**config.mk**
```make
export PLATFORM = sky130hd
export DESIGN_NAME = modular_exponentiation_unit
export DESIGN_NICKNAME = d
export VERILOG_FILES = /design/src/rtl/mexp_pkg.sv /design/src/rtl/mexp_cell.sv /design/src/rtl/mexp_mulmod.sv /design/src/rtl/modular_exponentiation_unit.sv
export SDC_FILE = /design/constraint.sdc
export NUM_CORES = 1
export LEC_CHECK = 0
export BUFFER_PORTS_ARGS = -buffer_cell sky130_fd_sc_hd__buf_2
export CORE_MARGIN = 2
export CORE_UTILIZATION = 50
export CTS_BUF_LIST = sky130_fd_sc_hd__clkbuf_16
export CTS_CLUSTER_DIAMETER = 30
export CTS_CLUSTER_SIZE = 10
export DETAILED_ROUTE_END_ITERATION = 10
export HOLD_SLACK_MARGIN = 0.12
export PLACE_DENSITY = 0.7
export SLEW_MARGIN = 20
export SYNTH_ARGS = -nofsm -noshare
export SYNTH_HDL_FRONTEND = slang
export SYNTH_SLANG_ARGS = --single-unit
```
**constraint.sdc**
```tcl
create_clock -name clk_i -period 13.65 [get_ports clk_i]
set_clock_uncertainty 0.2 [all_clocks]
set_input_delay 2.73 -clock clk_i [delete_from_list [all_inputs] [get_ports clk_i]]
set_output_delay 2.73 -clock clk_i [all_outputs]
set_load 0.03 [all_outputs]
```
**src/rtl/mexp_pkg.sv**
```systemverilog
// Package for the modular exponentiation unit.
// Register index codes and the multiplier control/status types. No dependencies.
package mexp_pkg;

  // Configuration register indexes (word address divided by the register stride)
  localparam logic REG_EXPONENT = 1'b0;
  localparam logic REG_MODULUS  = 1'b1;

  // Control from the exponent sequencer to the multiplier
  typedef struct packed {
    logic start;
  } mul_ctrl_t;

  // Status back from the multiplier
  typedef struct packed {
    logic busy;
    logic done;
  } mul_stat_t;

endpackage

```
**src/rtl/mexp_cell.sv**
```systemverilog
// One bit cell of the multiplier-operand chain.
// Loads a bit in parallel or takes its lower neighbor's bit. Depends on nothing.
module mexp_cell (
  input  logic clk_i,
  input  logic load_i,
  input  logic shift_i,
  input  logic load_bit_i,
  input  logic prev_bit_i,
  output logic bit_o
);

  logic bit_q, bit_d;

  always_comb begin
    bit_d = bit_q;
    if (load_i) begin
      bit_d = load_bit_i;
    end else if (shift_i) begin
      bit_d = prev_bit_i;
    end
  end

  always_ff @(posedge clk_i) begin
    bit_q <= bit_d;
  end

  assign bit_o = bit_q;

endmodule

```
**src/rtl/mexp_mulmod.sv**
```systemverilog
// Interleaved MSB-first modular multiplier: p = x * y mod m, with x < m.
// One operand bit per cycle from a chain of mexp_cell; uses mexp_pkg.
module mexp_mulmod import mexp_pkg::*; #(
  parameter int WORD_BITS = 16
) (
  input  logic                 clk_i,
  input  logic                 rst_ni,
  input  mul_ctrl_t            ctrl_i,
  input  logic [WORD_BITS-1:0] x_i,
  input  logic [WORD_BITS-1:0] y_i,
  input  logic [WORD_BITS-1:0] m_i,
  output mul_stat_t            stat_o,
  output logic [WORD_BITS-1:0] p_o
);

  localparam int CW = (WORD_BITS > 1) ? $clog2(WORD_BITS) : 1;
  localparam logic [CW-1:0] LAST = CW'(WORD_BITS - 1);

  logic [WORD_BITS-1:0] chain;
  logic [WORD_BITS-1:0] acc_q, acc_d, x_q, m_q;
  logic [CW-1:0]        ctr_q, ctr_d;
  logic                 busy_q, busy_d, done_q, done_d;
  logic                 shift;
  logic [WORD_BITS:0]   dbl, dbl_red, sum;
  logic [WORD_BITS-1:0] sum_red;

  assign shift = busy_q;

  // Operand chain: bits move toward the top cell, which feeds the datapath
  for (genvar i = 0; i < WORD_BITS; i++) begin : g_cell
    mexp_cell u_cell (
      .clk_i      (clk_i),
      .load_i     (ctrl_i.start),
      .shift_i    (shift),
      .load_bit_i (y_i[i]),
      .prev_bit_i ((i == 0) ? 1'b0 : chain[(i == 0) ? 0 : i-1]),
      .bit_o      (chain[i])
    );
  end

  // acc = (2*acc + bit*x) mod m, both halves reduced by one compare/subtract
  always_comb begin
    dbl     = {acc_q, 1'b0};
    dbl_red = (dbl >= {1'b0, m_q}) ? dbl - {1'b0, m_q} : dbl;
    sum     = dbl_red + {1'b0, (chain[WORD_BITS-1] ? x_q : '0)};
    sum_red = (sum >= {1'b0, m_q}) ? WORD_BITS'(sum - {1'b0, m_q})
                                   : sum[WORD_BITS-1:0];
  end

  always_comb begin
    acc_d  = acc_q;
    ctr_d  = ctr_q;
    busy_d = busy_q;
    done_d = 1'b0;
    if (ctrl_i.start) begin
      acc_d  = '0;
      ctr_d  = '0;
      busy_d = 1'b1;
    end else if (busy_q) begin
      acc_d = sum_red;
      ctr_d = ctr_q + 1'b1;
      if (ctr_q == LAST) begin
        busy_d = 1'b0;
        done_d = 1'b1;
      end
    end
  end

  always_ff @(posedge clk_i or negedge rst_ni) begin
    if (!rst_ni) begin
      busy_q <= 1'b0;
      done_q <= 1'b0;
      ctr_q  <= '0;
    end else begin
      busy_q <= busy_d;
      done_q <= done_d;
      ctr_q  <= ctr_d;
    end
  end

  always_ff @(posedge clk_i) begin
    acc_q <= acc_d;
    if (ctrl_i.start) begin
      x_q <= x_i;
      m_q <= m_i;
    end
  end

  assign stat_o.busy = busy_q;
  assign stat_o.done = done_q;
  assign p_o         = acc_q;

endmodule

```
**src/rtl/modular_exponentiation_unit.sv**
```systemverilog
// Top level of the modular exponentiation unit: base^exponent mod modulus.
// Uses mexp_pkg, mexp_mulmod (and through it mexp_cell).
//
//  channel   | dir | handshake                 | payload
//  s_axis    | in  | s_axis_tvalid/tready      | tdata[W-1:0] base
//  m_axis    | out | m_axis_tvalid/tready      | tdata[W-1:0] result
//  apb       | in  | psel, penable, pready     | 0x0 exponent, 0x4 modulus (0x8 if W>32)
//
// One item at a time. Each modular product holds the sequencer through its start,
// W bit steps and done. An item runs through accept, base reduction, a scan past
// the leading zero bits of the exponent, then per significant bit a square, a
// multiply if the bit is set and a step, then a final state. Exponent or modulus
// zero: straight from accept to the final state.
// A finished result waits in the output register; the next base is taken
// meanwhile, and the sequencer stalls only if a second result is ready first.
// Reset is asynchronous, active low; registers go to exponent 0, modulus 2.
module modular_exponentiation_unit import mexp_pkg::*; #(
  parameter int WORD_BITS = 16
) (
  input  logic                 clk_i,
  input  logic                 rst_ni,
  // base input
  input  logic                 s_axis_tvalid,
  output logic                 s_axis_tready,
  input  logic [((WORD_BITS+7)/8)*8-1:0] s_axis_tdata,  // [W-1:0] base
  // result output
  output logic                 m_axis_tvalid,
  input  logic                 m_axis_tready,
  output logic [((WORD_BITS+7)/8)*8-1:0] m_axis_tdata,  // [W-1:0] result
  // configuration
  input  logic                 psel,
  input  logic                 penable,
  input  logic                 pwrite,
  input  logic [((WORD_BITS > 32) ? 4 : 3)-1:0] paddr,
  input  logic [((WORD_BITS > 32) ? 64 : 32)-1:0] pwdata,
  output logic [((WORD_BITS > 32) ? 64 : 32)-1:0] prdata,
  output logic                 pready
);

  localparam int TDW = ((WORD_BITS + 7) / 8) * 8;
  localparam int AW  = (WORD_BITS > 32) ? 4 : 3;
  localparam int DW  = (WORD_BITS > 32) ? 64 : 32;
  localparam int IW  = (WORD_BITS > 1) ? $clog2(WORD_BITS) : 1;
  localparam logic [IW-1:0] TOP_BIT = IW'(WORD_BITS - 1);

  typedef enum logic [2:0] {
    S_IDLE, S_REDUCE, S_SCAN, S_SQR, S_MUL, S_NEXT, S_FIN
  } state_e;

  state_e               state_q;
  logic [WORD_BITS-1:0] exp_q, mod_q;
  logic [WORD_BITS-1:0] base_q, z_q, res_q, out_q;
  logic [IW-1:0]        idx_q;
  logic                 out_vld_q;
  mul_ctrl_t            mctl_q;
  mul_stat_t            mstat;
  logic [WORD_BITS-1:0] mul_x, mul_y, mul_p, one_m;
  logic                 cfg_wr, reg_sel, s_fire;

  // ---------------- configuration ----------------
  assign pready  = 1'b1;
  assign cfg_wr  = psel && penable && pwrite;
  assign reg_sel = paddr[AW-1];

  always_ff @(posedge clk_i or negedge rst_ni) begin
    if (!rst_ni) begin
      exp_q <= '0;
      mod_q <= WORD_BITS'(2);
    end else if (cfg_wr) begin
      unique case (reg_sel)
        REG_EXPONENT: exp_q <= pwdata[WORD_BITS-1:0];
        REG_MODULUS:  mod_q <= pwdata[WORD_BITS-1:0];
        default: ;
      endcase
    end
  end

  always_comb begin
    prdata = '0;
    unique case (reg_sel)
      REG_EXPONENT: prdata[WORD_BITS-1:0] = exp_q;
      REG_MODULUS:  prdata[WORD_BITS-1:0] = mod_q;
      default: ;
    endcase
  end

  // 1 mod m: zero when the modulus is one
  assign one_m = (mod_q == WORD_BITS'(1)) ? '0 : WORD_BITS'(1);

  // ---------------- multiplier ----------------
  // Base reduction is the product 1 * base, so every later operand is below m
  always_comb begin
    mul_x = z_q;
    mul_y = z_q;
    case (state_q)
      S_REDUCE: begin
        mul_x = one_m;
        mul_y = base_q;
      end
      S_MUL:   mul_y = base_q;
      default: ;
    endcase
  end

  mexp_mulmod #(.WORD_BITS(WORD_BITS)) u_mul (
    .clk_i  (clk_i),
    .rst_ni (rst_ni),
    .ctrl_i (mctl_q),
    .x_i    (mul_x),
    .y_i    (mul_y),
    .m_i    (mod_q),
    .stat_o (mstat),
    .p_o    (mul_p)
  );

  // ---------------- sequencer ----------------
  assign s_axis_tready = (state_q == S_IDLE);
  assign s_fire        = s_axis_tvalid && s_axis_tready;

  always_ff @(posedge clk_i or negedge rst_ni) begin
    if (!rst_ni) begin
      state_q      <= S_IDLE;
      mctl_q.start <= 1'b0;
      out_vld_q    <= 1'b0;
      idx_q        <= '0;
      base_q       <= '0;
      z_q          <= '0;
      res_q        <= '0;
      out_q        <= '0;
    end else begin
      mctl_q.start <= 1'b0;
      // output register: load a finished item or drop an accepted one
      if (state_q == S_FIN && (!out_vld_q || m_axis_tready)) begin
        out_q     <= res_q;
        out_vld_q <= 1'b1;
      end else if (out_vld_q && m_axis_tready) begin
        out_vld_q <= 1'b0;
      end
      unique case (state_q)
        S_IDLE: begin
          if (s_fire) begin
            base_q <= s_axis_tdata[WORD_BITS-1:0];
            idx_q  <= TOP_BIT;
            if (mod_q == '0) begin
              res_q   <= '0;
              state_q <= S_FIN;
            end else if (exp_q == '0) begin
              res_q   <= WORD_BITS'(1);
              state_q <= S_FIN;
            end else begin
              mctl_q.start <= 1'b1;
              state_q      <= S_REDUCE;
            end
          end
        end
        S_REDUCE: begin
          if (mstat.done) begin
            base_q  <= mul_p;
            z_q     <= one_m;
            state_q <= S_SCAN;
          end
        end
        S_SCAN: begin
          // skip leading zero bits, one per cycle
          if (exp_q[idx_q]) begin
            mctl_q.start <= 1'b1;
            state_q      <= S_SQR;
          end else begin
            idx_q <= idx_q - 1'b1;
          end
        end
        S_SQR: begin
          if (mstat.done) begin
            z_q <= mul_p;
            if (exp_q[idx_q]) begin
              mctl_q.start <= 1'b1;
              state_q      <= S_MUL;
            end else begin
              state_q <= S_NEXT;
            end
          end
        end
        S_MUL: begin
          if (mstat.done) begin
            z_q     <= mul_p;
            state_q <= S_NEXT;
          end
        end
        S_NEXT: begin
          if (idx_q == '0) begin
            res_q   <= z_q;
            state_q <= S_FIN;
          end else begin
            idx_q        <= idx_q - 1'b1;
            mctl_q.start <= 1'b1;
            state_q      <= S_SQR;
          end
        end
        S_FIN: begin
          if (!out_vld_q || m_axis_tready) begin
            state_q <= S_IDLE;
          end
        end
        default: state_q <= S_IDLE;
      endcase
    end
  end

  assign m_axis_tvalid = out_vld_q;
  assign m_axis_tdata  = TDW'(out_q);

endmodule

```
### Word level (Yosys, flattened, before mapping)

Cells that the tools add are included.

* add/sub/neg operators: 5
* order comparisons: 3
* equality and inequality tests: 19
* multiplexer cells: 83
* bitwise gates (word level): 1
* reduce and logical (&&, ||, !) cells: 26

Operators with widths (count)
* 16-bit two-way mux: 11
* 16-bit one-hot mux with 2 select lines: 4
* 1-bit two-way mux: 49
* 17-bit by 16-bit greater-or-equal comparator with 1-bit output: 2
* 16-bit zero test: 2
* 3-bit two-way mux: 9
* 3-bit one-hot mux with 7 select lines: 1
* 4-bit two-way mux: 5
* 17-bit by 16-bit adder with 17-bit output: 1
* 17-bit two-way mux: 1
* 17-bit by 16-bit subtractor with 17-bit output: 1
* 16-bit by 1-bit equality test with 1-bit output, second input constant: 1
* 16-bit subtractor: 1
* 2-bit by 1-bit inequality test with 1-bit output, second input constant: 6
* 4-bit one-hot mux with 3 select lines: 1
* 2-bit nonzero test: 5
* 3-bit equality test, second input constant: 3
* 2-bit inequality test, second input constant: 4
* 4-bit AND reduction: 2
* 3-bit by 2-bit equality test with 1-bit output, second input constant: 2
* 3-bit AND reduction: 2
* 6-bit AND reduction: 1
* 1-bit logical AND: 5
* 4-bit by 5-bit < comparator with 1-bit output, second input constant: 1
* 15 further kinds: 17

* bits in registers: 175
* input port bits: 58
* output and inout port bits: 51
* logic and storage cells: 169

### Depth between registers and ports, before layout

Gate-level depths: netlist (run 1).

* word-level depth: 5
* gate-level depth with buffers: 29
* mapped depth without buffers: 28

### Hierarchy

From an unflattened synthesis (run 1), not the netlist that was laid out.

* cells, all modules: 977
* area, all modules: 10456.3 um2

Modules (own cells, without submodules)
* modular_exponentiation_unit: times used 1, cells each 438, area each 5173.7 um2, seq. area each 2628.8 um2
* mexp_mulmod: times used 1, cells each 491, area each 4461.8 um2, seq. area each 1431.4 um2
* mexp_cell: times used 16, cells each 3, area each 51.3 um2, seq. area each 30.0 um2

### Least setup slack after synthesis (run 1)

OpenSTA, ideal clock, no wires.

* kind: input-to-output
* from: in paddr[2] in the netlist's numbering
* to: out prdata[10] in the netlist's numbering
* arrival time: 3820 ps
* data required time: 10720 ps
* path slack: 6900 ps
* cell stages on the path: 3
* buffers on the path: 2
* path through: clkbuf_1 -> clkbuf_1 -> mux2_2

* cells in the longest elaborated chain, start to end: 2

Ends and longest elaborated chain
* from (decl): line modular_exponentiation_unit.sv:34 `input logic [((WORD_BITS > 32) ? 4 : 3)-1:0] paddr,`
* 1-bit NOT (no line)
* 16-bit one-hot mux with 2 select lines (*): line modular_exponentiation_unit.sv:80 `unique case (reg_sel)`
* to (decl): line modular_exponentiation_unit.sv:36 `output logic [((WORD_BITS > 32) ? 64 : 32)-1:0] prdata,`

Mark *: on every way between the ends. The rest lies on a longest branch, timed or not.

### Worst setup path in the final report (run 1)

* from: reg u_mul.m_q[1]
* to: reg u_mul.acc_q[13], in the netlist u_mul.p_o[13]

* cells in the longest elaborated chain, start to end: 5
* elaborated cells on any way between the ends: 7
* classes of those cells: add/sub: 3; order compare: 2; mux: 2

Ends and longest elaborated chain
* from (decl): line mexp_mulmod.sv:20 `logic [WORD_BITS-1:0] acc_q, acc_d, x_q, m_q;`
* from (signal assigned): line mexp_mulmod.sv:85 `m_q <= m_i;`
* 17-bit by 16-bit subtractor with 17-bit output / 17-bit by 16-bit greater-or-equal comparator with 1-bit output (equally long branches): line mexp_mulmod.sv:44 `dbl_red = (dbl >= {1'b0, m_q}) ? dbl - {1'b0, m_q} : dbl;`
* 17-bit two-way mux: line mexp_mulmod.sv:44
* 17-bit by 16-bit adder with 17-bit output: line mexp_mulmod.sv:45 `sum = dbl_red + {1'b0, (chain[WORD_BITS-1] ? x_q : '0)};`
* 16-bit subtractor / 17-bit by 16-bit greater-or-equal comparator with 1-bit output (equally long branches): line mexp_mulmod.sv:46 `sum_red = (sum >= {1'b0, m_q}) ? WORD_BITS'(sum - {1'b0, m_q})`
* 16-bit two-way mux (*): line mexp_mulmod.sv:46
* to (signal assigned): line mexp_mulmod.sv:82 `acc_q <= acc_d;`
* to (decl): line mexp_mulmod.sv:20

Marked as above.
A chain may end at the register's enable or synchronous reset.

==> results of run 1 <==
cell type report:
cell class / count / area [um^2] / share of cell area [%]
clock buffer: 17 / 425 / 3.75
clock inverter: 15 / 150 / 1.32
inverter: 37 / 139 / 1.22
multi-input combinational: 740 / 5350 / 47.1
sequential: 175 / 4540 / 40.0
tap: 270 / 338 / 2.98
timing repair buffer: 78 / 409 / 3.61
flip-flops by register name, summed over array words and instances, names as in the netlist, 16 cells and up:
name                       flops
base_q                        16
exp_q                         16
m_axis_tdata                  16
mod_q                         16
res_q                         16
u_mul.g_cell.u_cell.bit_o     16
u_mul.m_q                     16
u_mul.p_o                     16
u_mul.x_q                     16
z_q                           16
cell usage in the layout (no fill, tap or decap), types with 6 or more instances in the layout:
master     netlist  routed
clkbuf_16        0      17
nand2_1         86      86
a21o_1           9       9
xnor2_1         30      30
buf_2            2      72
dfxtp_1         16      16
nor4_1           7       7
nand4_1         10      10
ha_1            51      51
mux2_2          71      71
nor3_1          14      14
and2_1          20      20
nor2b_1         24      24
o21ai_0         56      55
nand3_1         14      14
o21ai_1          8       7
conb_1           2      17
nor2_1          70      68
dfrtp_1        110     109
xor2_1          15      15
nand2b_1         8       8
inv_1           37      37
o21a_1           8       8
o21bai_1        11      11
a21oi_1         66      66
a31oi_1          6       6
o31ai_1          6       6
a22o_1          16      16
edfxtp_1        48      48
a211oi_1        18      18
mux2i_1         42      42
through the flow:
step | hold WS (ps) | setup WS, ps | cell area [um^2] | util, % | cells
3_5_place_dp | 265 | 6400 | 10800 | 53.3 | 1300
6_report | 279 | 6220 | 11300 | 56.3 | 1332
5_1_grt | 297 | 5740 | 11300 | 56.3 | 1332
2_1_floorplan | 244 | 6900 | 10300 | - | 1011
3_3_place_gp | 261 | 6460 | 10700 | 53.3 | 1299
4_1_cts | 282 | 6350 | 11300 | 56.2 | 1332
kinds of logic after synthesis:
family                     count (synthesis)  share of synthesized area, %
AOI/OAI and AO/OA                        232                          14.5
other                                      2                        0.0734
xor gates and xnor gates                  45                          3.85
muxes                                    118                          13.0
and+or+nand+nor                          274                          13.2
buffers and inverters                     96                          4.21
adders and majority gates                 54                          6.83
DFF                                      175                          44.4
worst max-delay path by stage:
stage / end / slack (ps) / startpoint / depth (start not counted)
CTS: u_mul.p_o[12]$_SDFFE_PP0P_ / 6350 / u_mul.p_o[9]$_SDFFE_PP0P_ / 25
detailed placement: u_mul.p_o[1]$_SDFFE_PP0P_ / 6400 / u_mul.m_q[1]$_DFFE_PP_ / 26
global placement: u_mul.p_o[0]$_SDFFE_PP0P_ / 6460 / u_mul.p_o[9]$_SDFFE_PP0P_ / 25
floorplan: prdata[10] / 6900 / paddr[2] / 3
global route: u_mul.p_o[3]$_SDFFE_PP0P_ / 5740 / u_mul.m_q[1]$_DFFE_PP_ / 26
finish: u_mul.p_o[13]$_SDFFE_PP0P_ / 6220 / u_mul.m_q[1]$_DFFE_PP_ / 26
worst max-delay path, delay by kind of cell (launching register included):
| family | cells | cell delay, ps |
|---|---|---|
| simple gates | 10 | 2280 |
| buf+inv | 1 | 200 |
| fa+ha+maj | 3 | 1080 |
| flops | 1 | 420 |
| mux | 1 | 480 |
| compound gates | 10 | 2450 |
| xor+xnor | 1 | 180 |
per-layer routing:
metal	up-vias	GRT usage, %	routed length [um]	share of wire (%)
met1	3657	30.7	10800	47
met2	185	35.2	10800	47
met5	-	0	0	0
met4	0	7.16	525	2.3
li1	3675	-	-	-
met3	39	3.63	1000	4.3
==> results.yml, run 1 <==
place:
  io_buffers: 73
  hpwl_um: 16800
  place.gp.congestion: 0.905
drt:
  drt_iter0_markers: 427
  viasPerCell: 5.67
  drc: 0
  antenna_left: 0
  num_vias: 7556
  routed_wirelength_um: 23200
  dr.pass1.iters: 4
  wl_per_cell_um: 17.4
synth:
  synth_seq_cells: 175
  synth.most_common_cell: "dfrtp_1"
  seq_area_frac_synth_pct: 44.4
  synth_cell_type_count: 65
  ys.flop_type: "dfrtp_1"
  netlist_area_um2: 10200
  synth-async-reset-ratio_pct: 63.4
  synth_top_cell_area_share_pct: 26.9
  synth_cells: 996
  avgSynthCellArea_um2: 10.3
  synth_edf_count: 48
  netlist_top_cells_area: "dfrtp_1, edfxtp_1, mux2_2, ha_1, mux2i_1"
  synth_warnings: 0
  yosysTopAreaCell: "dfrtp_1"
  yosys-top-cells-count: "dfrtp_1, nand2_1, mux2_2"
floorplan:
  rows: 52
  die_h_um: 147
  die_w_um: 147
  io_pins: 109
  core_area_um2: 20200
  dieArea_um2: 21600
  initial_utilization_pct: 50.7
hold_path:
  holdCritStartpoint: "res_q[9]$_DFFE_PN0P_"
  hold_end: "res_q[9]$_DFFE_PN0P_"
  hold_class: "reg -> reg"
  min_delay_path_depth: 2
critical_path:
  worstPathRequired_ps: 13730
  worstRegToRegCells: 26
  slowest_stage: "nand2_1"
  cp.arrival_ps: 7510
  critical_path.endpoint_type: "flop"
  critPathKind: "reg -> reg"
  r2r_end: "u_mul.p_o[13]$_SDFFE_PP0P_"
  rr_startpoint: "u_mul.m_q[1]$_DFFE_PP_"
  rrSetupSlack_ps: 6220
  cp-start-kind: "flop"
  worst-path-max-fanout: 23
  max_stage_delay_ps: 580
  crit_top_cell: "ha_1"
global_routing:
  grt_pass1_vias: 7192
  grt_antenna_before_repair: 0
  grt.overflow.total: 0
  grt_pass1_wl_um: 37400
  track_usage_pct: 21.9
  grt_max_degree: 84
clock_tree:
  tritoncts: "done"
  cts.clk_slew.worst_paths_ps: 70
  cts_buffer_depth: 2
  insertion_delay_ps: 440
  clkSinkCount: 175
  cts_hold_buf: 0
  h-tree-depth: 4
  clockRootBuffer: "clkbuf_16"
  cts_made_buffers: 17
  cts_setup_buffers: 0
  cts_resized: 0
sta:
  fmax_mhz: 135
  maxSlewHeadroom_pct: 32.3
  setup_viol: 0
  hold_viol_final: 0
  fin_setup_tns_ps: 0
  tightest_slew_ps: 1020
  grt_setup_unrepaired: "false"
  period_share_pct: 54.4
  period_needed_ps: 7430
  slew_viol_final: 0
final_layout:
  fill_cells: 1795
  syn_to_final_growth_pct: 11.0
  fin_nets: 1161
  drive_above_1_share_pct: 19.4
  n_antenna_cell: 0
run_status:
  status: "finished, final reports clean"
run:
  cap_viol_max_count: 0
Power of run 1 is not shown: default switching activity piles up to over one toggle a cycle in this logic, so the estimate is an artifact.
==> run 2, diff against run 1 <==
--- a/config.mk
+++ b/config.mk
@@ -5,6 +5,7 @@
 export SDC_FILE = /design/constraint.sdc
 export NUM_CORES = 1
 export LEC_CHECK = 0
+export ABC_AREA = 1
 export BUFFER_PORTS_ARGS = -buffer_cell sky130_fd_sc_hd__buf_2
 export CORE_MARGIN = 2
 export CORE_UTILIZATION = 50
@@ -13,7 +14,7 @@
 export CTS_CLUSTER_SIZE = 10
 export DETAILED_ROUTE_END_ITERATION = 10
 export HOLD_SLACK_MARGIN = 0.12
-export PLACE_DENSITY = 0.7
+export PLACE_DENSITY = 0.72
 export SLEW_MARGIN = 20
 export SYNTH_ARGS = -nofsm -noshare
 export SYNTH_HDL_FRONTEND = slang
==> constraint.sdc (replaced) <==
create_clock -name clk_i -period 6.1 [get_ports clk_i]
set_clock_uncertainty 0.2 [all_clocks]
set_input_delay 1.22 -clock clk_i [delete_from_list [all_inputs] [get_ports clk_i]]
set_output_delay 1.22 -clock clk_i [all_outputs]
set_load 0.03 [all_outputs]
==> results.yml, run 2 <==
run_status:
  status: "finished, final reports clean"
critical_path:
  critical_path.endpoint_type: "flop"
  worstPathRequired_ps: 6220
  cp.arrival_ps: 5670
  critPathKind: "reg -> reg"
  worst-path-max-fanout: 14
  crit_top_cell: "nand2_1"
  slowest_stage: "fa_1"
  max_stage_delay_ps: 410
  cp-start-kind: "flop"
global_routing:
  grt_max_degree: 80
  track_usage_pct: 22.8
  grt.overflow.total: 0
  grt_pass1_wl_um: 41000
  grt_antenna_before_repair: 0
  grt_pass1_vias: 8476
place:
  place.gp.congestion: 0.942
  dpl.cell_count: 1744
  hpwl_um: 18900
  io_buffers: 73
  placed_area_um2: 11200
final_layout:
  multi_input_area_um2: 5060
  fill_cells: 1991
  final_common_cell: "nand2_1"
  fin_nets: 1609
  syn_to_final_growth_pct: 10.7
  fin_util_pct: 56.5
  final_cells: 1785
  final_cell_mix: "nand2_1, inv_1, o21ai_0, dfrtp_1, buf_2"
  regArea_um2: 4540
  drive_above_1_share_pct: 9.67
  final_area_um2: 11900
  n_antenna_cell: 0
synth:
  yosysTopAreaCell: "dfrtp_1"
  ys.flop_type: "dfrtp_1"
  synth_cells: 1440
  synth_seq_cells: 175
  synth_warnings: 0
  synth_top_family_by_area: "simple AND/OR/NAND/NOR gates"
  yosys.area_share.simple_pct: 23.8
  synth_compound_area_share_pct: 13.1
  synth_top_cell_area_share_pct: 25.6
  netlist_area_um2: 10800
  synth_edf_count: 48
  synth.most_common_cell: "nand2_1"
  yosys-top-cells-count: "nand2_1, inv_1, o21ai_0"
  synthXorXnorAreaFrac_pct: 2.77
  avgSynthCellArea_um2: 7.47
  netlist_top_cells_area: "dfrtp_1, nand2_1, edfxtp_1, inv_1, o21ai_0"
  synth-async-reset-ratio_pct: 63.4
  synth_cell_type_count: 50
  seq_area_frac_synth_pct: 42.2
  post_synth_fa_ha_maj_area_fraction_pct: 6.49
  synth_mux_area_share_pct: 0.209
floorplan:
  die_w_um: 151
  io_pins: 109
  initial_utilization_pct: 51.0
  dieArea_um2: 22700
  rows: 53
  core_area_um2: 21100
  die_h_um: 151
clock_tree:
  cts_buffer_depth: 2
  clockRootBuffer: "clkbuf_16"
  h-tree-depth: 4
  cts.clk_slew.worst_paths_ps: 70
  insertion_delay_ps: 430
  cts_made_buffers: 17
  clkSinkCount: 175
  cts_hold_buf: 0
  tritoncts: "done"
hold_path:
  hold_class: "reg -> reg"
sta:
  setup_viol: 0
  fin_setup_tns_ps: 0
  hold_viol_final: 0
  tightest_slew_ps: 1030
  slew_viol_final: 0
  fmax_mhz: 180
  maxSlewHeadroom_pct: 31.0
  grt_setup_unrepaired: "false"
  period_needed_ps: 5550
  period_share_pct: 90.9
drt:
  dr.pass1.iters: 5
  routed_wirelength_um: 24900
  antenna_left: 0
  drt_iter0_markers: 513
  viasPerCell: 5.16
  wl_per_cell_um: 14.0
  num_vias: 9210
  drc: 0
run:
  cap_viol_max_count: 0
## run 2: final cells by class
class	instances	area share, %
well taps	275	2.89
multi-input cells	977	42.5
flip-flops and latches	175	38.1
inverters	241	7.63
clock buffers	19	3.99
clock inverters	13	1.01
repair buffers	85	3.88
## run 2: metrics by stage
step,setup WS (ps),hold slack (ps)
floorplan,1350,245
global placement,522,263
detailed placement,385,268
CTS,352,281
global route,17.1,306
finish,553,276
## run 2: path summary, 6_finish.rpt
path                       depth (start not counted)                    endpoint  slack [ps]                       from
max                                               35  u_mul.p_o[15]$_SDFFE_PP0P_         550     u_mul.m_q[1]$_DFFE_PP_
max in group asynchronous                          2        mod_q[1]$_DFFE_PN1P_        4100                     rst_ni
min                                                2   u_mul.p_o[4]$_SDFFE_PP0P_         280  u_mul.p_o[4]$_SDFFE_PP0P_
min in group asynchronous                          1   m_axis_tvalid$_DFFE_PN0P_         620                     rst_ni
min reg2reg                                        2   u_mul.p_o[4]$_SDFFE_PP0P_         280  u_mul.p_o[4]$_SDFFE_PP0P_
max reg2reg                                       35  u_mul.p_o[15]$_SDFFE_PP0P_         550     u_mul.m_q[1]$_DFFE_PP_
## run 2: critical path: cells and delay by family, from the launching register on
kind / cells / cell delay [ps]
flops: 1 / 320
xor+xnor: 1 / 230
buf+inv: 8 / 800
fa+ha+maj: 5 / 1480
simple gates: 18 / 1770
compound gates: 3 / 600
## run 2: routing by layer
layer	GRT usage, %	wire length [um]	vias up	share of wire, %
li1	-	-	4702	-
met1	30.9	11500	4274	46
met2	37.8	11900	200	48
met3	3.67	1010	34	4.1
met4	6.54	460	0	1.8
met5	0	0	-	0
## run 2: logic make-up after synthesis
family          after synthesis
xor+xnor                     34
other cells                   2
buf+inv                     303
fa+ha+maj                    54
flops                       175
compound gates              259
mux                           2
simple gates                611
## run 2: timing repair
| action | 4_1_cts | 5_1_grt |
|---|---|---|
| buffers inserted | 0 | 9 |
| endpoints found under the setup margin | 0 | 16 |
| hold endpoints to repair | 0 | 0 |
| gates resized for setup | 0 | 2 |
Power of run 2 is left out for the same reason.
